File: src/rtl/fnrs_pkg.sv
`timescale 1ns / 1ps
`default_nettype none

package fnrs_pkg;

  localparam int unsigned NUM_CHANNELS = 9;
  localparam int unsigned INSTRUMENTS  = 5;
  localparam int unsigned PATCH_ROWS   = 5;
  localparam int unsigned PATCH_COLS   = 11;

  localparam logic MODE_ON  = 1'b0;
  localparam logic MODE_OFF = 1'b1;

  // fnum = hz * 2^20 / DIVISOR from a reciprocal product, which can come out one low
  localparam logic [15:0]       DIVISOR  = 16'd49716;
  localparam int unsigned       RECIP_SH = 16;
  localparam int unsigned       QUOT_W   = 21;
  localparam logic [QUOT_W-1:0] RECIP    = QUOT_W'((64'd1 << (20 + RECIP_SH)) / 64'(DIVISOR));
  localparam logic [1:0]        DIV_LAST = 2'd3;
  localparam logic [9:0]        FNUM_MAX = 10'd1023;

  localparam logic [7:0] REG_MULT  = 8'h20;
  localparam logic [7:0] REG_LEVEL = 8'h40;
  localparam logic [7:0] REG_AD    = 8'h60;
  localparam logic [7:0] REG_SR    = 8'h80;
  localparam logic [7:0] REG_WAVE  = 8'hE0;
  localparam logic [7:0] REG_FNLO  = 8'hA0;
  localparam logic [7:0] REG_KEY   = 8'hB0;
  localparam logic [7:0] REG_FB    = 8'hC0;

  localparam logic [5:0] KEY_ON_BIT = 6'h20;
  localparam logic [5:0] LEVEL_MAX  = 6'd63;

  // columns: mod mult, level, ad, sr, wave, car mult, level, ad, sr, wave, feedback
  localparam logic [3:0] COL_FB = 4'd10;
  localparam logic [7:0] PATCH_ROM [PATCH_ROWS][PATCH_COLS] = '{
    '{8'h01, 8'h00, 8'hF3, 8'h75, 8'h00, 8'h01, 8'h00, 8'hF3, 8'h75, 8'h00, 8'h0E},
    '{8'h02, 8'h00, 8'hA5, 8'h33, 8'h00, 8'h02, 8'h00, 8'hA5, 8'h33, 8'h00, 8'h06},
    '{8'h05, 8'h00, 8'hF0, 8'h97, 8'h01, 8'h02, 8'h00, 8'hF0, 8'hA7, 8'h00, 8'h0A},
    '{8'h00, 8'h00, 8'hF8, 8'h65, 8'h00, 8'h00, 8'h00, 8'hF6, 8'h65, 8'h00, 8'h08},
    '{8'h21, 8'h00, 8'hFF, 8'h08, 8'h00, 8'h21, 8'h00, 8'hFF, 8'h08, 8'h00, 8'h0E}
  };

  typedef enum logic [1:0] {
    OFS_CH,
    OFS_MOD,
    OFS_CAR
  } addr_sel_e;

  typedef enum logic [2:0] {
    D_KEYOFF,
    D_PATCH,
    D_VOL,
    D_FNLO,
    D_KEYON
  } data_sel_e;

  typedef enum logic [1:0] {
    J_NEXT,
    J_END_OFF,
    J_END
  } jump_e;

  typedef struct packed {
    logic [7:0] addr_base;
    addr_sel_e  addr_sel;
    data_sel_e  data_sel;
    logic [3:0] patch_col;
    logic       wait_fnum;
    logic       store_key;
    jump_e      jump;
  } ucode_t;

  typedef struct packed {
    logic       mode;
    logic [3:0] ch;
    logic [2:0] row;
    logic [5:0] car_level;
  } cmd_t;

  typedef struct packed {
    logic       done;
    logic [2:0] block;
    logic [9:0] fnum;
  } fnum_t;

  function automatic ucode_t ucode_word(input logic [3:0] step);
    ucode_t w;
    w = '{addr_base: REG_KEY, addr_sel: OFS_CH, data_sel: D_KEYOFF, patch_col: 4'd0,
          wait_fnum: 1'b0, store_key: 1'b0, jump: J_NEXT};
    unique case (step)
      4'd0:  w.jump = J_END_OFF;
      4'd1:  w = '{REG_MULT,  OFS_MOD, D_PATCH, 4'd0, 1'b0, 1'b0, J_NEXT};
      4'd2:  w = '{REG_LEVEL, OFS_MOD, D_PATCH, 4'd1, 1'b0, 1'b0, J_NEXT};
      4'd3:  w = '{REG_AD,    OFS_MOD, D_PATCH, 4'd2, 1'b0, 1'b0, J_NEXT};
      4'd4:  w = '{REG_SR,    OFS_MOD, D_PATCH, 4'd3, 1'b0, 1'b0, J_NEXT};
      4'd5:  w = '{REG_WAVE,  OFS_MOD, D_PATCH, 4'd4, 1'b0, 1'b0, J_NEXT};
      4'd6:  w = '{REG_MULT,  OFS_CAR, D_PATCH, 4'd5, 1'b0, 1'b0, J_NEXT};
      4'd7:  w = '{REG_LEVEL, OFS_CAR, D_VOL,   4'd6, 1'b0, 1'b0, J_NEXT};
      4'd8:  w = '{REG_AD,    OFS_CAR, D_PATCH, 4'd7, 1'b0, 1'b0, J_NEXT};
      4'd9:  w = '{REG_SR,    OFS_CAR, D_PATCH, 4'd8, 1'b0, 1'b0, J_NEXT};
      4'd10: w = '{REG_WAVE,  OFS_CAR, D_PATCH, 4'd9, 1'b0, 1'b0, J_NEXT};
      4'd11: w = '{REG_FB,    OFS_CH,  D_PATCH, COL_FB, 1'b0, 1'b0, J_NEXT};
      4'd12: w = '{REG_FNLO,  OFS_CH,  D_FNLO,  4'd0, 1'b1, 1'b0, J_NEXT};
      4'd13: w = '{REG_KEY,   OFS_CH,  D_KEYON, 4'd0, 1'b1, 1'b1, J_END};
      default: w.jump = J_END;
    endcase
    return w;
  endfunction

  function automatic logic [4:0] mod_slot(input logic [3:0] ch);
    logic [4:0] s;
    unique case (ch)
      4'd0: s = 5'd0;
      4'd1: s = 5'd1;
      4'd2: s = 5'd2;
      4'd3: s = 5'd6;
      4'd4: s = 5'd7;
      4'd5: s = 5'd8;
      4'd6: s = 5'd12;
      4'd7: s = 5'd13;
      4'd8: s = 5'd14;
      default: s = 5'd0;
    endcase
    return s;
  endfunction

  // carrier slot sits three above its modulator
  function automatic logic [4:0] car_slot(input logic [3:0] ch);
    return mod_slot(ch) + 5'd3;
  endfunction

  function automatic logic [7:0] patch_byte(input logic [2:0] row, input logic [3:0] col);
    logic [7:0] b;
    b = 8'h00;
    if ((32'(row) < PATCH_ROWS) && (32'(col) < PATCH_COLS)) begin
      b = PATCH_ROM[row][col];
    end
    return b;
  endfunction

endpackage

`default_nettype wire

File: src/rtl/fnrs_div.sv
`timescale 1ns / 1ps
`default_nettype none

module fnrs_div (
  input  wire logic               clk_i,
  input  wire logic               rst_ni,
  input  wire logic               start_i,
  input  wire logic [15:0]        freq_hz_i,
  output fnrs_pkg::fnum_t         fnum_o
);
  import fnrs_pkg::*;

  logic              run_q;
  logic [1:0]        cnt_q;
  logic              done_q;
  logic [15:0]       hz_q;
  logic [QUOT_W-1:0] est_q, est_d;
  logic [16:0]       rem_q, rem_d;
  logic [QUOT_W-1:0] quot_q, quot_d;
  logic [2:0]        block_q, block_d;
  logic [9:0]        fnum_q, fnum_d;

  // reciprocal product, truncated, is the quotient or one below it
  always_comb begin
    logic [36:0] prod;
    prod  = 37'(hz_q) * 37'(RECIP);
    est_d = prod[RECIP_SH +: QUOT_W];
  end

  // remainder left by the estimate, below twice the divisor
  always_comb begin
    logic [36:0] back;
    logic [36:0] diff;
    back  = 37'(est_q) * 37'(DIVISOR);
    diff  = {1'b0, hz_q, 20'd0} - back;
    rem_d = diff[16:0];
  end

  assign quot_d = (rem_q >= {1'b0, DIVISOR}) ? (est_q + QUOT_W'(1)) : est_q;

  // block is the fewest halvings that bring fnum into ten bits, at most seven
  always_comb begin
    logic [7:0]        fits;
    logic [2:0]        blk;
    logic [QUOT_W-1:0] sh;
    for (int b = 0; b < 8; b++) begin
      fits[b] = (quot_q >> b) <= QUOT_W'(FNUM_MAX);
    end
    blk = 3'd7;
    for (int b = 7; b >= 0; b--) begin
      if (fits[b]) begin
        blk = 3'(b);
      end
    end
    sh = quot_q >> blk;
    block_d = blk;
    fnum_d  = (sh > QUOT_W'(FNUM_MAX)) ? FNUM_MAX : sh[9:0];
  end

  always_ff @(posedge clk_i or negedge rst_ni) begin
    if (!rst_ni) begin
      run_q  <= 1'b0;
      cnt_q  <= '0;
      done_q <= 1'b0;
    end else if (start_i) begin
      run_q  <= 1'b1;
      cnt_q  <= '0;
      done_q <= 1'b0;
    end else if (run_q) begin
      if (cnt_q == DIV_LAST) begin
        run_q  <= 1'b0;
        done_q <= 1'b1;
      end else begin
        cnt_q <= cnt_q + 2'd1;
      end
    end
  end

  // estimate, remainder, fix-up, normalization: one stage per cycle
  always_ff @(posedge clk_i) begin
    if (start_i) begin
      hz_q <= freq_hz_i;
    end
    if (run_q) begin
      case (cnt_q)
        2'd0: est_q <= est_d;
        2'd1: rem_q <= rem_d;
        2'd2: quot_q <= quot_d;
        default: begin
          block_q <= block_d;
          fnum_q  <= fnum_d;
        end
      endcase
    end
  end

  assign fnum_o = {done_q, block_q, fnum_q};

endmodule

`default_nettype wire

File: src/rtl/fnrs_seq.sv
`timescale 1ns / 1ps
`default_nettype none

module fnrs_seq (
  input  wire logic         clk_i,
  input  wire logic         rst_ni,
  input  wire logic         start_i,
  input  fnrs_pkg::cmd_t    cmd_i,
  input  fnrs_pkg::fnum_t   fnum_i,
  output logic              busy_o,
  output logic              m_axis_tvalid,
  input  wire logic         m_axis_tready,
  output logic [15:0]       m_axis_tdata,   // reg_addr[7:0], reg_data[15:8]
  output logic              m_axis_tlast
);
  import fnrs_pkg::*;

  logic       run_q;
  logic [3:0] step_q;
  cmd_t       cmd_q;
  logic [5:0] key_q [NUM_CHANNELS];

  logic       out_valid_q;
  logic [7:0] out_addr_q;
  logic [7:0] out_data_q;
  logic       out_last_q;

  ucode_t     uw;
  logic [4:0] ofs;
  logic [7:0] addr;
  logic [7:0] data;
  logic [5:0] key_rd;
  logic [5:0] key_on;
  logic       last;
  logic       load;

  assign uw     = ucode_word(step_q);
  assign key_rd = key_q[cmd_q.ch];
  assign key_on = KEY_ON_BIT | {1'b0, fnum_i.block, fnum_i.fnum[9:8]};

  always_comb begin
    unique case (uw.addr_sel)
      OFS_MOD: ofs = mod_slot(cmd_q.ch);
      OFS_CAR: ofs = car_slot(cmd_q.ch);
      default: ofs = {1'b0, cmd_q.ch};
    endcase
    addr = uw.addr_base + {3'b000, ofs};
  end

  always_comb begin
    unique case (uw.data_sel)
      D_PATCH: data = patch_byte(cmd_q.row, uw.patch_col);
      D_VOL:   data = {2'b00, cmd_q.car_level};
      D_FNLO:  data = fnum_i.fnum[7:0];
      D_KEYON: data = {2'b00, key_on};
      default: data = {3'b000, key_rd[4:0]};
    endcase
  end

  assign last = (uw.jump == J_END) || ((uw.jump == J_END_OFF) && (cmd_q.mode == MODE_OFF));
  assign load = run_q && (!uw.wait_fnum || fnum_i.done) && (!out_valid_q || m_axis_tready);

  always_ff @(posedge clk_i or negedge rst_ni) begin
    if (!rst_ni) begin
      run_q       <= 1'b0;
      step_q      <= '0;
      out_valid_q <= 1'b0;
      for (int i = 0; i < NUM_CHANNELS; i++) begin
        key_q[i] <= '0;
      end
    end else begin
      if (start_i) begin
        run_q  <= 1'b1;
        step_q <= '0;
      end else if (load) begin
        if (last) begin
          run_q <= 1'b0;
        end else begin
          step_q <= step_q + 4'd1;
        end
      end
      if (load) begin
        out_valid_q <= 1'b1;
      end else if (m_axis_tready) begin
        out_valid_q <= 1'b0;
      end
      if (load && uw.store_key) begin
        key_q[cmd_q.ch] <= key_on;
      end
    end
  end

  always_ff @(posedge clk_i) begin
    if (start_i) begin
      cmd_q <= cmd_i;
    end
    if (load) begin
      out_addr_q <= addr;
      out_data_q <= data;
      out_last_q <= last;
    end
  end

  assign busy_o        = run_q;
  assign m_axis_tvalid = out_valid_q;
  assign m_axis_tdata  = {out_data_q, out_addr_q};
  assign m_axis_tlast  = out_last_q;

endmodule

`default_nettype wire

File: src/rtl/fm_note_register_sequencer_unit.sv
`timescale 1ns / 1ps
`default_nettype none

// Turns note-on and note-off commands for a nine-channel two-operator FM
// synthesizer into register writes (address in tdata[7:0], data in
// tdata[15:8], tlast on the final write of a command). A note-off gives one
// write, the key-off byte; a note-on gives fourteen: key-off, ten operator
// writes from the patch ROM with the carrier level set from the volume,
// feedback, fnum low and key-on. Commands for channels above eight, or any
// command while device_present is zero, are taken and produce nothing. One
// command is worked at a time: the microcode step counter issues one write per
// cycle when the output side is not stalling and, for the fnum low and key-on
// writes, the frequency number is done. The frequency number comes from a
// reciprocal multiply with a one-step fix-up and the block normalization,
// worked out alongside the first writes. The per-channel key bytes reset to
// zero and device_present resets to one.
module fm_note_register_sequencer_unit (
  input  wire logic        clk_i,
  input  wire logic        rst_ni,
  input  wire logic        s_axis_tvalid,
  output logic             s_axis_tready,
  input  wire logic [31:0] s_axis_tdata,   // channel[3:0], freq_hz[19:4], volume[26:20],
                                           // instrument[29:27], zero fill[31:30]
  input  wire logic        s_axis_tuser,   // mode: 0 note on, 1 note off
  output logic             m_axis_tvalid,
  input  wire logic        m_axis_tready,
  output logic [15:0]      m_axis_tdata,   // reg_addr[7:0], reg_data[15:8]
  output logic             m_axis_tlast,
  input  wire logic        cfg_valid_i,
  output logic             cfg_ready_o,
  input  wire logic        cfg_data_i
);
  import fnrs_pkg::*;

  logic        present_q;
  logic        busy;
  logic        start;
  logic [3:0]  ch;
  logic [15:0] freq_hz;
  logic [6:0]  volume;
  logic [2:0]  instrument;
  cmd_t        cmd;
  fnum_t       fnum;

  assign ch         = s_axis_tdata[3:0];
  assign freq_hz    = s_axis_tdata[19:4];
  assign volume     = s_axis_tdata[26:20];
  assign instrument = s_axis_tdata[29:27];

  always_comb begin
    cmd.mode = s_axis_tuser;
    cmd.ch   = ch;
    // unknown instruments fall back to patch 0
    if ((32'(instrument) >= INSTRUMENTS) || (32'(instrument) >= PATCH_ROWS)) begin
      cmd.row = 3'd0;
    end else begin
      cmd.row = instrument;
    end
    cmd.car_level = (volume > {1'b0, LEVEL_MAX}) ? 6'd0 : (LEVEL_MAX - volume[5:0]);
  end

  assign s_axis_tready = !busy;
  assign start = s_axis_tvalid && s_axis_tready && present_q && (32'(ch) < NUM_CHANNELS);
  assign cfg_ready_o = 1'b1;

  always_ff @(posedge clk_i or negedge rst_ni) begin
    if (!rst_ni) begin
      present_q <= 1'b1;
    end else if (cfg_valid_i && cfg_ready_o) begin
      present_q <= cfg_data_i;
    end
  end

  fnrs_div u_div (
    .clk_i     (clk_i),
    .rst_ni    (rst_ni),
    .start_i   (start),
    .freq_hz_i (freq_hz),
    .fnum_o    (fnum)
  );

  fnrs_seq u_seq (
    .clk_i         (clk_i),
    .rst_ni        (rst_ni),
    .start_i       (start),
    .cmd_i         (cmd),
    .fnum_i        (fnum),
    .busy_o        (busy),
    .m_axis_tvalid (m_axis_tvalid),
    .m_axis_tready (m_axis_tready),
    .m_axis_tdata  (m_axis_tdata),
    .m_axis_tlast  (m_axis_tlast)
  );

endmodule

`default_nettype wire
File: config.mk
export PLATFORM = sky130hd
export DESIGN_NAME = fm_note_register_sequencer_unit
export DESIGN_NICKNAME = d
export VERILOG_FILES = /design/src/rtl/fnrs_pkg.sv /design/src/rtl/fnrs_div.sv /design/src/rtl/fnrs_seq.sv /design/src/rtl/fm_note_register_sequencer_unit.sv
export SDC_FILE = /design/constraint.sdc
export NUM_CORES = 1
export LEC_CHECK = 0
export BUFFER_PORTS_ARGS = -buffer_cell sky130_fd_sc_hd__clkbuf_2
export CAP_MARGIN = 5
export CORE_UTILIZATION = 55
export CTS_CLUSTER_SIZE = 25
export DETAILED_ROUTE_END_ITERATION = 10
export PLACE_DENSITY = 0.78
export RECOVER_POWER = 100
export SLEW_MARGIN = 20
export SYNTH_ARGS = -nofsm -noshare
export SYNTH_HDL_FRONTEND = slang
export SYNTH_SLANG_ARGS = --single-unit
File: constraint.sdc
create_clock -name clk_i -period 5.95 [get_ports clk_i]
set_clock_uncertainty 0.1 [all_clocks]
set_input_delay 0.8925 -clock clk_i [delete_from_list [all_inputs] [get_ports clk_i]]
set_output_delay 0.8925 -clock clk_i [all_outputs]
set_load 0.005 [all_outputs]
---- Word-level counts from Yosys, hierarchy flattened ----
Memory sizes are Yosys's and may differ from the RTL's. A register that Yosys moved wholly into a read port is not among the register bits.
Index checks and enable logic that the tools add are counted.
operators by class
  multipliers ............................. 2
  div/mod/pow operators ................... 0
  eq/ne operators ......................... 26
  reduce and logical (&&, ||, !) cells .... 32
  bitwise gates (word level) .............. 4
  magnitude comparators ................... 18
  add/subtract/negate cells ............... 7
  muxes and demuxes ....................... 44
  shift operators ......................... 1
operators by type and width
  kind                    count
  $pmux 19 s13            1
  $mux 88                 2
  $bwmux 54               1
  $bmux 8 s4              1
  $mul 16x16->32 const B  1
  $pmux 8 s4              1
  $bmux 6 s4              1
  $demux 6 s4             1
  $eq 4x4->1 const B      6
  $mux 8                  3
  $add 21x1->21 const B   1
  $gt 21x10->1 const B    1
  $le 21x10->1 const B    1
  $mul 21x14->15 const B  1
  $mux 21                 1
  $shr 21x3->21           1
  $le 20x10->1 const B    1
  $mux 4                  5
  $le 19x10->1 const B    1
  $le 18x10->1 const B    1
  $ge 17x16->1 const B    1
  $le 17x10->1 const B    1
  $sub 1x17->17 const A   1
  $eq 4x3->1 const B      4
  other kinds (41)        95
storage, ports and cells
  latch bits .............................. 0
  word-level logic and storage cells ...... 166
  bits in writable memories ............... 0
  bits of input ports ..................... 39
  bits in registers ....................... 184
  ROM bits ................................ 832
  memories kept ........................... 3
  output and inout bits ................... 20
memory list
  memory           depth  width  read ports  clocked after Yosys merged registers in  wr ports  line             source
  (no name shown)  8      88     1           0                                        0         fnrs_pkg.sv:137  b = PATCH_ROM[row][col];
  (no name shown)  16     4      1           1                                        0         fnrs_pkg.sv:113  unique case (ch)
  (no name shown)  16     4      1           1                                        0         fnrs_pkg.sv:113

---- Logic depth before layout (Yosys ltp) ----
Gate-level depths: netlist (run 1).
  word-level depth ........................ 10
  depth in mapped cells ................... 20
  mapped depth without buffers ............ 20

---- Cells and area by module ----
Synthesis (run 1) repeated with hierarchy kept, for this count alone.
unflattened totals
  cells, all modules ...................... 1,420
  area total of the unflattened synthesis .. 15,409.8 um2
by module, submodules not included
  module                           area an instance (um2)  sequential area each (um2)  instances  cells each
  fnrs_div                         10,264.8                2,682.6                     1          946
  fnrs_seq                         5,033.6                 2,287.2                     1          458
  fm_note_register_sequencer_unit  111.4                   26.3                        1          16

---- Worst setup path before layout (run 1) ----
Ideal clock, no wire load.
  path type ............................... reg2reg
  start point ............................. reg u_div.hz_q[3]
  end point ............................... reg u_div.est_q[15] (data pin)
  buffers on the path ..................... 0
  setup slack ............................. 0.649 ns
  library setup time ...................... 0.266 ns
  data arrival time ....................... 4.935 ns
  cell stages (with the launch flop) ...... 15
  required time ........................... 5.584 ns
  clock period less this slack ............ 5.301 ns
  cells stage by stage .................... edfxtp_1 -> ha_1 -> xor2_1 -> ha_1 -> fa_1 -> fa_1 -> fa_1 -> fa_1 -> ha_1 -> nand4_1 -> or2_2 -> o311ai_2 -> a2111oi_0 -> nor3_1 -> xor2_1
between the ends
  word-level cells in the longest chain between the ends .. 1
ends and longest elaborated chain
  item                       line            source
  start: declaration         fnrs_div.sv:16  logic [15:0] hz_q;
  start signal: assignment   fnrs_div.sv:82  hz_q <= freq_hz_i;
  $mul 16x16->32             fnrs_div.sv:26  prod = 37'(hz_q) * 37'(RECIP);
  named net u_div.est_d[15]  fnrs_div.sv:17  logic [QUOT_W-1:0] est_q, est_d;
  end signal: assignment     fnrs_div.sv:86  2'd0: est_q <= est_d;
  end: declaration           fnrs_div.sv:17
The timed path passes the listed nets, and every way through them passes these cells.
A chain may end at the register's enable or synchronous reset.

---- Worst setup path in the final report (run 1) ----
  start point ............................. reg u_div.hz_q[10]
  end point ............................... reg u_div.est_q[15] (data pin)
Same word-level chain as after synthesis.

==> run metrics, run 1 <==
Main synth FF type=edfxtp_1; number of global-route vias before repair=11143; H-tree depth=4; Setup CP Type=reg -> reg; CTS tree=built; async set-reset flop share out of synthesis=31.6%; Mapped Avg Cell Area=10.5 µm²; number of flops mapped to enable cells by yosys=117; crit-path max FO=7; ranking of synthesized cells by area=edfxtp_1, ha_1, fa_1, dfrtp_1, inv_1; R2R depth=17; hpwl dp=24700 µm; root buffer cell=clkbuf_16; minimum clock period=5.68 ns; DRT Wirelength=31600 µm; number of max-cap violations=2; clock sink count=177; Synth Area in Simple Gates=9.81%; nets=1882; Post-Synth Adder-Cell Area=30.1%; Worst Setup Start Kind=flip-flop; Yosys warnings=0; status=finished with violations; area share of the largest cell type after synthesis=22.8%; CTS max path bufs=2; I/O pin total=59; Hold Crit Depth=1; Buffers on Ports=55; worst-margin pin slew=2.98 ns; Worst-Skew Late Latency=0.45 ns; most common cell after layout, fill and taps aside=inv_1; Layout Area Growth over Synthesis=8.34%; CP Capture Type=flip-flop; ANT nets after route=0; first drt pass iteration count=7; CP arrival=5.77 ns; DR iter-0 viols=1004; largest family of logic cells by synthesized area=adder cells; Mapped Cells=1471; core box area=27200 µm²; Die ar.=28700 µm²; GRT Total Usage=23.2%; Tcrit/Tclk final=95.5%; Max Freq=176 MHz; Post-Syn Area=15400 µm²; met1 wire length=12700 µm; failing checks=max-capacitance violations, max-slew violations; XOR/XNOR share of the synthesized area=4.67%; antenna diode count=0; Setup TNS=0 ns; DRC=0; total number of vias=10782; Clock transition at path regs=0.08 ns; clock buffer count from CTS=17; vias per std cell=5.63; Unique masters post-synth=70; Avg WL per Cell=16.5 µm; die width=169 µm; RSZ-0062 raised after global routing=false; initial antenna violation count=0; fraction of layout cells with a size suffix above 1=10.6%; first-pass GRT wire length=52300 µm; met3 wire len=1300 µm; top layer in use=met4; CTS Hold Buffers Added=0; worst relative slew slack=-98.6%; gr ovfl total=0; Critical Path RT=6.04 ns; sequential share of the synthesized area=32.5%; Hold WC Path Type=reg -> reg; most frequent cells in the layout=inv_1, ha_1, edfxtp_1; largest net degree at the start of global routing=57; DR WL met2=16300 µm; # rows=60; leading area contributor after synthesis=edfxtp_1; GP Congestion=0.972; compound-cell area share of the yosys netlist=10.0%; mux cell area share after synthesis=6.11%; Syn Nets=1824; Initial Util=56.6%; Hold Fails Final Rpt=0; Yosys reg bits=177; die span in y=169 µm; Max Slew Vio Count=98; Final setup viols=0
worst max-delay path, stage by stage, from the launching register on:
cell and delay, ns:
edfxtp_1 0.57, ha_1 0.39, fa_1 0.50, ha_1 0.31
inv_1 0.07, fa_1 0.43, fa_1 0.51, fa_1 0.56
inv_1 0.05, ha_1 0.38, a21o_1 0.20, a21o_1 0.19
o21ai_0 0.20, o311ai_2 0.13, buf_4 0.17, a2111oi_0 0.37
nor3_1 0.12, xor2_1 0.15
logic make-up (layout without fill, tap and decap cells):
logic type / count (synthesis) / after routing
multiplexers: 74 / 74
flip-flops: 177 / 177
other: 1 / 1
adder cells (fa/ha/maj): 314 / 314
XOR/XNOR: 82 / 82
AND/OR/NAND/NOR: 303 / 303
buffers and inverters: 279 / 350
AO/OA/AOI/OAI: 241 / 241
registers in the layout, summed over array words and instances (netlist names), 3 cells and up, named ones only:
register	flops
u_div.fnum_q	10
u_div.block_q	3
u_seq.key_q	45
u_seq.cmd_q	14
u_div.est_q	21
u_div.rem_q	15
u_seq.out_data_q	8
u_div.hz_q	16
u_seq.out_addr_q	8
u_div.quot_q	21
u_seq.step_q	4
routing by layer:
metal	GRT usage (%)	vias up
met5	0	-
met3	3.38	91
met4	10.7	0
li1	-	5198
met1	26.0	5176
met2	43.1	317
synthesized netlist by cell type, types with 21 or more instances:
master	n
inv_1	244
fa_1	93
clkbuf_1	27
nor3_1	23
nand3_1	53
nor2_1	76
mux2_2	50
o21ai_0	61
a21oi_1	63
xor2_1	28
nand2b_1	21
nand2_1	58
dfrtp_1	55
ha_1	221
xnor2_1	54
edfxtp_1	117
layout make-up:
type	instances	area [µm²]
clock buffer	19	443
fill	2233	10500
clock inverter	13	139
tap	372	465
inverter	244	916
multi-input combinational	1015	9330
sequential	177	5000
timing repair buffer	74	385
final timing paths:
kind	end	slack [ns]	startpoint
worst max register to register	u_div.est_q[15]	0.27	u_div.hz_q[10]
worst min register to register	u_seq.key_q[40]	0.41	u_seq.key_q[40]
worst max-delay path	u_div.est_q[15]	0.27	u_div.hz_q[10]
min in group asynchronous	u_seq.key_q[38]	1.41	rst_ni
worst min-delay path	u_seq.key_q[40]	0.41	u_seq.key_q[40]
max in group asynchronous	u_seq.step_q[0]	2.65	rst_ni
per-stage QoR:
stage / area, µm² / util [%] / instances / setup WS (ns) / hold slack [ns]
final: 16700 / 61.4 / 1914 / 0.267 / 0.407
after global routing: 16700 / 61.4 / 1914 / 0.00841 / 0.418
after CTS: 16700 / 61.5 / 1911 / 0.129 / 0.409
after detailed placement: 16100 / 59.3 / 1879 / 0.164 / 0.392
after global placement: 16100 / 59.3 / 1879 / 0.284 / 0.383
after floorplan: 15400 / - / 1471 / 0.649 / 0.363
timing repair:
| action | 4_1_cts | 5_1_grt |
|---|---|---|
| gates resized for setup | 0 | 2 |
| buffers inserted | 0 | 3 |
| setup endpoints to repair | 0 | 3 |
Power of run 1 is left out: the tool's default activity adds up to more than one toggle a clock period on the data nets, which glitch-free logic cannot reach.
==> inputs of run 2 (changes only) <==
--- a/config.mk
+++ b/config.mk
@@ -5,11 +5,14 @@
 export SDC_FILE = /design/constraint.sdc
 export NUM_CORES = 1
 export LEC_CHECK = 0
+export ABC_CLOCK_PERIOD_IN_PS = 5950
 export BUFFER_PORTS_ARGS = -buffer_cell sky130_fd_sc_hd__clkbuf_2
 export CAP_MARGIN = 5
 export CORE_UTILIZATION = 55
+export CTS_BUF_LIST = sky130_fd_sc_hd__clkbuf_8
 export CTS_CLUSTER_SIZE = 25
 export DETAILED_ROUTE_END_ITERATION = 10
+export HOLD_SLACK_MARGIN = 0.15
 export PLACE_DENSITY = 0.78
 export RECOVER_POWER = 100
 export SLEW_MARGIN = 20
==> run metrics, run 2 (synthesis results as in run 1) <==
CP arrival=5.84 ns; Layout Area Growth over Synthesis=6.89%; minimum clock period=5.71 ns; largest registers=u_seq.key_q x45, u_div.est_q x21, u_div.quot_q x21; crit path cell chain=ha_1 -> ha_1 -> xor2_1 -> ha_1 -> inv_1 -> fa_1 -> fa_1 -> fa_1 -> inv_1 -> ha_1 -> a21o_1 -> a21o_1 -> o21ai_0 -> o311ai_0 -> buf_4 -> a2111oi_0 -> nor3_1 -> xor2_1; GP Congestion=0.972; Max Freq=175 MHz; die width=169 µm; Hold WC Path Type=reg -> reg; fraction of layout cells with a size suffix above 1=10.4%; Buffers on Ports=55; GRT Total Usage=22.8%; first-pass GRT wire length=51400 µm; Hold Crit Depth=1; # rows=60; M1 GR Usage=25.7%; Clock transition at path regs=0.11 ns; number of max-cap violations=2; FILL cells=2271; DRC=0; CP Capture Type=flip-flop; Worst Setup SP=u_div.hz_q[0]; worst relative slew slack=-96.1%; CTS max path bufs=2; clock sink count=177; CTS tree=built; total number of vias=10704; most flop-heavy register=u_seq.key_q; clock buffer count from CTS=17; DR iter-0 viols=996; Worst-Skew Late Latency=0.49 ns; antenna diode count=0; Avg WL per Cell=16.3 µm; ANT nets after route=0; busiest layer in global routing=met2; Setup TNS=0 ns; Die ar.=28700 µm²; slowest CP cell=edfxtp_1; max incr delay on CP=0.55 ns; Tcrit/Tclk final=95.9%; gr ovfl total=0; first drt pass iteration count=6; most frequent cells in the layout=inv_1, ha_1, edfxtp_1; worst-margin pin slew=2.94 ns; largest net degree at the start of global routing=57; H-tree depth=4; die span in y=169 µm; number of global-route vias before repair=11022; vias per std cell=5.60; RSZ-0062 raised after global routing=false; root buffer cell=clkbuf_8; Hold Path Origin=u_seq.key_q[40]; max reg flops=45; failing checks=max-capacitance violations, max-slew violations; R2R depth=18; core box area=27200 µm²; met2 Resource Use GR=42.7%; initial antenna violation count=0; Setup CP Type=reg -> reg; Initial Util=56.6%; Worst Setup Start Kind=flip-flop; Critical Path RT=6.08 ns; most common cell after layout, fill and taps aside=inv_1; crit-path max FO=6; nets=1879; met3 Track Usage GR=3.38%; Final setup viols=0; Max Slew Vio Count=98; I/O pin total=59; DRT Wirelength=31100 µm; hpwl dp=24700 µm; Hold Fails Final Rpt=0; status=finished with violations; Reg-to-Reg Start=u_div.hz_q[0]; postcts setup bufs=0; CP most frequent cell=ha_1
run 2: final timing paths:
check | to | slack, ns
worst max-delay path | u_div.est_q[15] | 0.24
min in group asynchronous | u_seq.key_q[44] | 1.34
worst min-delay path | u_seq.key_q[40] | 0.41
worst min register to register | u_seq.key_q[40] | 0.41
max in group asynchronous | u_seq.step_q[1] | 2.74
worst max register to register | u_div.est_q[15] | 0.24
run 2: per-stage QoR:
stage	instance area [µm²]	worst slack [ns]	utilization [%]	std cells	hold WS, ns
floorplan	15400	0.649	-	1471	0.363
global placement	16100	0.284	59.3	1879	0.383
CTS	16500	0.120	60.8	1911	0.416
finish	16500	0.245	60.5	1911	0.414
global route	16500	0.00701	60.5	1911	0.427
detailed placement	16100	0.164	59.3	1879	0.392
run 2: per-layer routing:
layer  part of all wire, %  wire [µm]  vias up
li1                      -          -     5196
met1                    41      12600     5128
met2                    52      16200      301
met3                   3.8       1190       79
met4                   3.3       1040        0
met5                     0          0        -
run 2: final cells by class:
class | instances | area (µm²) | share of cell area [%]
Multi-Input combinational cell | 1015 | 9320 | 56.6
Timing Repair Buffer | 71 | 367 | 2.23
Clock buffer | 18 | 248 | 1.51
Tap cell | 372 | 465 | 2.83
Inverter | 244 | 916 | 5.57
Sequential cell | 177 | 5000 | 30.4
Clock inverter | 14 | 143 | 0.867
run 2: repair_timing:
action	4_1_cts	5_1_grt
hold buffers	0	0
gates resized for setup	0	1
endpoints found under the setup margin	0	2
run 2: worst max-delay path: cells and delay by family (launching register included):
| family | cells | cell delay, ns |
|---|---|---|
| buffers and inverters | 3 | 0.30 |
| and+or+nand+nor | 1 | 0.12 |
| xor gates and xnor gates | 2 | 0.31 |
| AOI/OAI and AO/OA | 5 | 1.07 |
| adders and majority gates | 7 | 3.00 |
| DFF | 1 | 0.55 |
Power of run 2 is left out for the same reason.
